[src/design/sdfc_pkg.sv]
`timescale 1ns / 1ps
package sdfc_pkg;
  localparam int GRID_BITS = 5;
  localparam int GRID_DIM = 1 << GRID_BITS;
  localparam int PAD = 1;
  localparam int ADDR_W = 3 * GRID_BITS;
  localparam int BANK_W = ADDR_W - 3;
  localparam int CFG_AW = 5;
  // result buffer depth; credit counter and pointers are sized for 16
  localparam int QD = 16;

  localparam logic [2:0] REG_EXT_X = 3'd0;
  localparam logic [2:0] REG_EXT_Y = 3'd1;
  localparam logic [2:0] REG_EXT_Z = 3'd2;
  localparam logic [2:0] REG_LOD = 3'd3;
  localparam logic [2:0] REG_THR = 3'd4;

  localparam logic OP_WRITE = 1'b0;
  localparam logic OP_TEST = 1'b1;

  typedef logic signed [15:0] dist_t;
  typedef logic signed [23:0] coord_t;

  // per-axis mapping: lower index, upper index, weight
  typedef struct packed {
    logic [GRID_BITS-1:0] lo;
    logic [GRID_BITS-1:0] hi;
    logic [7:0] t;
  } axis_t;

  typedef struct packed {
    logic [5:0] ext_x;
    logic [5:0] ext_y;
    logic [5:0] ext_z;
    logic [2:0] lod;
  } cfg_t;

  // clamp extent register to 1..GRID_DIM, returns extent-1
  function automatic logic [GRID_BITS-1:0] ext_top(input logic [5:0] e);
    logic [GRID_BITS-1:0] r;
    if (e == 6'd0) r = '0;
    else if (e > 6'(GRID_DIM)) r = GRID_BITS'(GRID_DIM - 1);
    else r = GRID_BITS'(e - 6'd1);
    return r;
  endfunction

  function automatic axis_t axis_map(input coord_t c, input logic [2:0] lod,
                                     input logic [5:0] e);
    logic signed [24:0] s;
    logic [GRID_BITS-1:0] top;
    axis_t r;
    top = ext_top(e);
    s = 25'(c >>> lod) + 25'(PAD * 256);
    if (s < 0) s = '0;
    if (s > $signed({12'd0, top, 8'd0})) s = $signed({12'd0, top, 8'd0});
    r.lo = s[8 +: GRID_BITS];
    r.hi = (r.lo < top) ? r.lo + 1'b1 : top;
    r.t = s[7:0];
    return r;
  endfunction

  // rounded lerp, floor((a*(256-t)+b*t+128)/256)
  function automatic dist_t lerp(input dist_t a, input dist_t b, input logic [7:0] t);
    logic signed [25:0] n;
    n = 26'(a) * $signed({1'b0, 9'd256 - 9'(t)}) + 26'(b) * $signed({2'b0, t}) + 26'sd128;
    return dist_t'(n >>> 8);
  endfunction
endpackage

[src/design/sdfc_lane.sv]
`timescale 1ns / 1ps
// One interpolation lane: corner values in, trilinear sample out (3 stages).
module sdfc_lane (
  input  logic clk,
  input  logic en,
  input  sdfc_pkg::dist_t c [8],
  input  logic [7:0] tx,
  input  logic [7:0] ty,
  input  logic [7:0] tz,
  output sdfc_pkg::dist_t v
);
  sdfc_pkg::dist_t vx [4];
  sdfc_pkg::dist_t vy [2];
  logic [7:0] ty1, tz1, tz2;

  // corner index bits: [0]=x, [1]=y, [2]=z
  always_ff @(posedge clk) begin
    if (en) begin
      for (int i = 0; i < 4; i++) vx[i] <= sdfc_pkg::lerp(c[2*i], c[2*i+1], tx);
      ty1 <= ty;
      tz1 <= tz;
      for (int i = 0; i < 2; i++) vy[i] <= sdfc_pkg::lerp(vx[2*i], vx[2*i+1], ty1);
      tz2 <= tz1;
      v <= sdfc_pkg::lerp(vy[0], vy[1], tz2);
    end
  end
endmodule

[config.mk]
export PLATFORM = sky130hd
export DESIGN_NAME = sdfc_lane
export DESIGN_NICKNAME = d
export VERILOG_FILES = /design/src/design/sdfc_pkg.sv /design/src/design/sdfc_lane.sv
export SDC_FILE = /design/constraint.sdc
export NUM_CORES = 2
export LEC_CHECK = 0
export ABC_CLOCK_PERIOD_IN_PS = 13600
export BUFFER_PORTS_ARGS = -buffer_cell sky130_fd_sc_hd__clkbuf_2
export CAP_MARGIN = 20
export CORE_MARGIN = 5
export CORE_UTILIZATION = 45
export CTS_CLUSTER_DIAMETER = 50
export DETAILED_ROUTE_END_ITERATION = 10
export HOLD_SLACK_MARGIN = 0.1
export PLACE_DENSITY = 0.62
export SLEW_MARGIN = 30
export SYNTH_ARGS = -nofsm -noshare
export SYNTH_HDL_FRONTEND = slang
export SYNTH_SLANG_ARGS = --single-unit
[constraint.sdc]
create_clock -name clk -period 13.6 [get_ports clk]
set_clock_uncertainty 0.1 [all_clocks]
set_input_delay 2.72 -clock clk [delete_from_list [all_inputs] [get_ports clk]]
set_output_delay 2.72 -clock clk [all_outputs]
set_load 0.01 [all_outputs]
== After elaboration in Yosys (flattened, before gate mapping) ==
Memory sizes are Yosys's and may differ from the RTL's.
Index checks and enable logic that the tools add are counted.
Word-level totals
  register bits: 40
  memory bits (writable): 96
  output and inout port bits: 16
  logic and storage cells: 39
  memories kept: 2
Cells by class
  add/subtract/negate cells: 17
  multipliers: 14
  muxes and demuxes: 2
Memory list
  vx: depth 4, bits a word 16, read ports 4, clocked after memory_dff 0, wr ports 4, RTL line sdfc_lane.sv:12  | sdfc_pkg::dist_t vx [4];
  vy: depth 2, bits a word 16, read ports 2, clocked after memory_dff 0, wr ports 2, RTL line sdfc_lane.sv:13  | sdfc_pkg::dist_t vy [2];
Operators by type and width (count)
  adder 24 bit: 7
  adder 24 x 9 -> 24 bit, second input constant: 7
  multiplier 16 x 10 -> 24 bit: 7
  multiplier 16 x 9 -> 24 bit: 7
  subtractor 9 x 8 -> 9 bit, first input constant: 3
  2-to-1 mux 1 bit: 2

== Logic depth before layout (Yosys ltp) ==
  depth in word-level cells: 4
  depth in mapped cells: 32
  mapped depth without buffers: 27

== Worst setup path after synthesis ==
OpenSTA, ideal clock, no wires.
  path type: input -> register
  start point: in tx[0]
  end point: mem vx[0][15] (netlist bit) (data pin)
  data arrival time: 10.127 ns
  data required time: 13.237 ns
  path slack: 3.110 ns
  cell stages on the path: 28
  buffers on the path: 5
  cell sequence: buf_2 -> clkbuf_1 -> clkbuf_1 -> clkbuf_1 -> inv_1 -> ha_1 -> nor3b_1 -> xnor2_1 -> clkbuf_1 -> and2_1 -> fa_1 -> fa_1 -> inv_1 -> fa_1 -> fa_1 -> inv_1 -> fa_1 -> fa_1 -> fa_1 -> ha_1 -> a21o_1 -> a31o_2 -> a21oi_1 -> a31o_2 -> a31oi_1 -> a211o_1 -> a211oi_1 -> a21oi_1
RTL lines
  from (decl): RTL line sdfc_lane.sv:7  | input logic [7:0] tx,
  to (decl): RTL line sdfc_lane.sv:12

==> summary.md <==
| Metric | Value |
|---|---|
| Status | finished clean |
| Finish-stage setup viols | 0 |
| Post-CTS Setup Bufs | 0 |
| Final antenna-violating net count | 0 |
| H-tree depth | 4 |
| Post-synthesis cell type count | 64 |
| Port buffer count | 169 |
| CTS Hold Bufs | 0 |
| Initial antenna violation count | 23 |
| CP dominant cell by count | fa_1 |
| CTS tree | yes |
| Initial Util | 0.452 |
| Synth Register Bits | 136 |
| Routed WL per cell | about 18 um |
| Synth async-reset ratio | 0 |
| Via count | between 40000 and 50000 |
| Vias in the first global route | around 54000 |
| Setup crit end kind | flop |
| Final worst path period share | 0.805 |
| Fin nets | 10071 |
| Layer with the highest usage | met2 |
| Max-slew headroom | 0.361 |
| Post-synth top area share | 0.498 |
| Max Fclk | 91.3 MHz |
| 1st-iter DRT viols | 2118 |
| Clock root cell | clkbuf_16 |
| Flip-flop and latch area | just over 4000 sq um |
| Die area | 167000 sq um |
| Number of top-level pins | 170 |
| Global-route met1 utilization | 0.278 |
| WL final | 170000 um |
| Clock-pin slew of the registers on the worst-case setup and hold paths | 0.07 ns |
| Cells along the critical path | clkbuf_2 -> or4_1 -> or4_1 -> xor2_4 -> buf_4 -> and2_1 -> fa_1 -> ha_1 -> ha_1 -> fa_1 -> fa_1 -> fa_1 -> fa_1 -> ha_1 -> a2111oi_0 -> o21ai_1 -> nand3_1 -> a41oi_1 -> o41ai_2 -> o21ai_0 -> o41ai_2 -> xnor2_1 |
| Global placer's final weighted congestion | 0.881 |
| Row count | 146 |
| Vias per inst | 4.98 |
| Most frequent cell after synthesis | inv_1 |
| Req. time, crit path | 13.77 ns |
| Layout area overhead | 5.65% |
| Reg2Reg Setup Slack | between 4 and 5 ns |
| Mapped cell area | between 70000 and 80000 sq um |
| Hpwl dp | 143000 um |
| Die Width | 409 um |
| Post-synth net total | 10030 |
| Buffers and inverters on the worst path | 2 |
| Setup TNS | 0 ns |
| Tot GR Track Use | 0.214 |
| Post-layout min period | 10.95 ns |
| Met2 Track Usage GR | 0.373 |
| Detailed Routing Iterations Pass 1 | 5 |
| Largest net degree at the start of global routing | 90 |
| Final Hold Viols | 0 |
| Largest cells by area after synthesis | fa_1 50%, ha_1 12%, inv_1 11% |
| Die Ht | 409 um |
| Worst setup SP type | primary input |
| Synth warn | 0 |
| Post-Synthesis Cells | 7388 |
| Register area share after synthesis | 0.0571 |
| Worst hold path type | reg2reg |
| Slowest stage delay, CP | 0.79 ns |
| Post-synth top cells | 2033 x inv_1, 1778 x fa_1, 1180 x and2_1 |
| Slowest CP cell | xor2_4 |
| CTS resizes | 0 |
| Area of the multi-input gates | 59200 sq um |
| CP top delay family | adder cells |
| Clk buf depth | 2 |
| Slew @ Worst Pin | ~0.96 ns |
| # fillers | 15066 |
| Insertion delay to the later sink of the worst-skew pair | around 0.54 ns |
| Share of post-route cells with drive strength above 1 | 0.0395 |
| Synth Area per Inst | 9.68 sq um |
| Top_reg_cell synth | edfxtp_1 |
| First-pass GRT wire length | about 280000 um |
| TritonCTS Buffers | 17 |
| Post-synth EDFFs | 136 |
| Slew Viols, Final | 0 |
| CTS Sinks | 136 |
| Arrival time worst endpoint | approximately 11 ns |
| Grt ovf | 0 |
| Drt drc | 0 |
| Worst-path fanout max | 34 |
| RSZ-0062 raised after global routing | false |
| Core area | 158000 sq um |
| Met3 GRT Util | 0.0361 |
| Maxcap violations | 0 |
| CP Class | in2reg |
| Yosys top cell by area | fa_1 |
[stage by stage]
stage	util	hold slack [ns]	cell area, sq um	std cells	worst slack (ns)
2_1_floorplan	-	0.300	71500	7388	3.11
3_3_place_gp	0.472	0.305	74700	9478	2.43
3_5_place_dp	0.473	0.305	74800	9478	2.20
4_1_cts	0.477	0.322	75400	9510	2.80
5_1_grt	0.477	0.327	75500	9521	2.20
6_report	0.477	0.321	75500	9527	2.65
[final timing paths]
check,from,end,cells past startpoint
setup / recovery,tx[3],vx[2][15],22
hold / removal,tz1[5],tz2[5],0
hold reg to reg,tz1[5],tz2[5],0
setup reg to reg,ty1[0],vy[0][15],25
[kinds of logic after synthesis]
logic type                 count (synthesis)  synth area share
AOI/OAI and AO/OA                        198            0.0190
xor gates and xnor gates                 244            0.0299
buffers and inverters                   2236             0.117
and+or+nand+nor                         2083             0.154
adders and majority gates               2488             0.622
muxes                                      3          0.000455
DFF                                      136            0.0571
[cell usage in the layout (no fill, tap or decap), types with 49 or more instances in the layout]
master	netlist	routed
nand2_1	743	743
nor2_1	58	56
and2_1	1180	1180
a21oi_1	60	60
inv_1	2033	2033
clkbuf_2	0	164
fa_1	1778	1778
edfxtp_1	136	136
buf_4	0	53
xor2_1	57	49
xnor2_1	187	181
ha_1	710	709
[area by class of cell]
| cell class | count | area share |
|---|---|---|
| Clock inverter | 15 | 0.00263 |
| Clock buffer | 17 | 0.00563 |
| Multi-Input combinational cell | 5016 | 0.784 |
| Timing Repair Buffer | 225 | 0.0176 |
| Tap cell | 2072 | 0.0343 |
| Antenna cell | 13 | 0.000431 |
| Sequential cell | 136 | 0.0541 |
| Inverter | 2033 | 0.101 |
[per-layer routing]
| layer | routed length [um] | part of all wire | up-vias |
|---|---|---|---|
| li1 | - | - | 21340 |
| met1 | 71700 | 0.42 | 24924 |
| met2 | 84600 | 0.50 | 989 |
| met3 | 9090 | 0.053 | 215 |
| met4 | 4540 | 0.027 | 12 |
| met5 | 80 | 0.00047 | - |
[sequential cells by signal, indices dropped and copies added, names as in the netlist]
register  flops
ty1           8
vy           32
tz1           8
vx           64
v            16
tz2           8
Power is left out: the tool's default activity adds up to more than one toggle a clock period on the data nets, which glitch-free logic cannot reach.
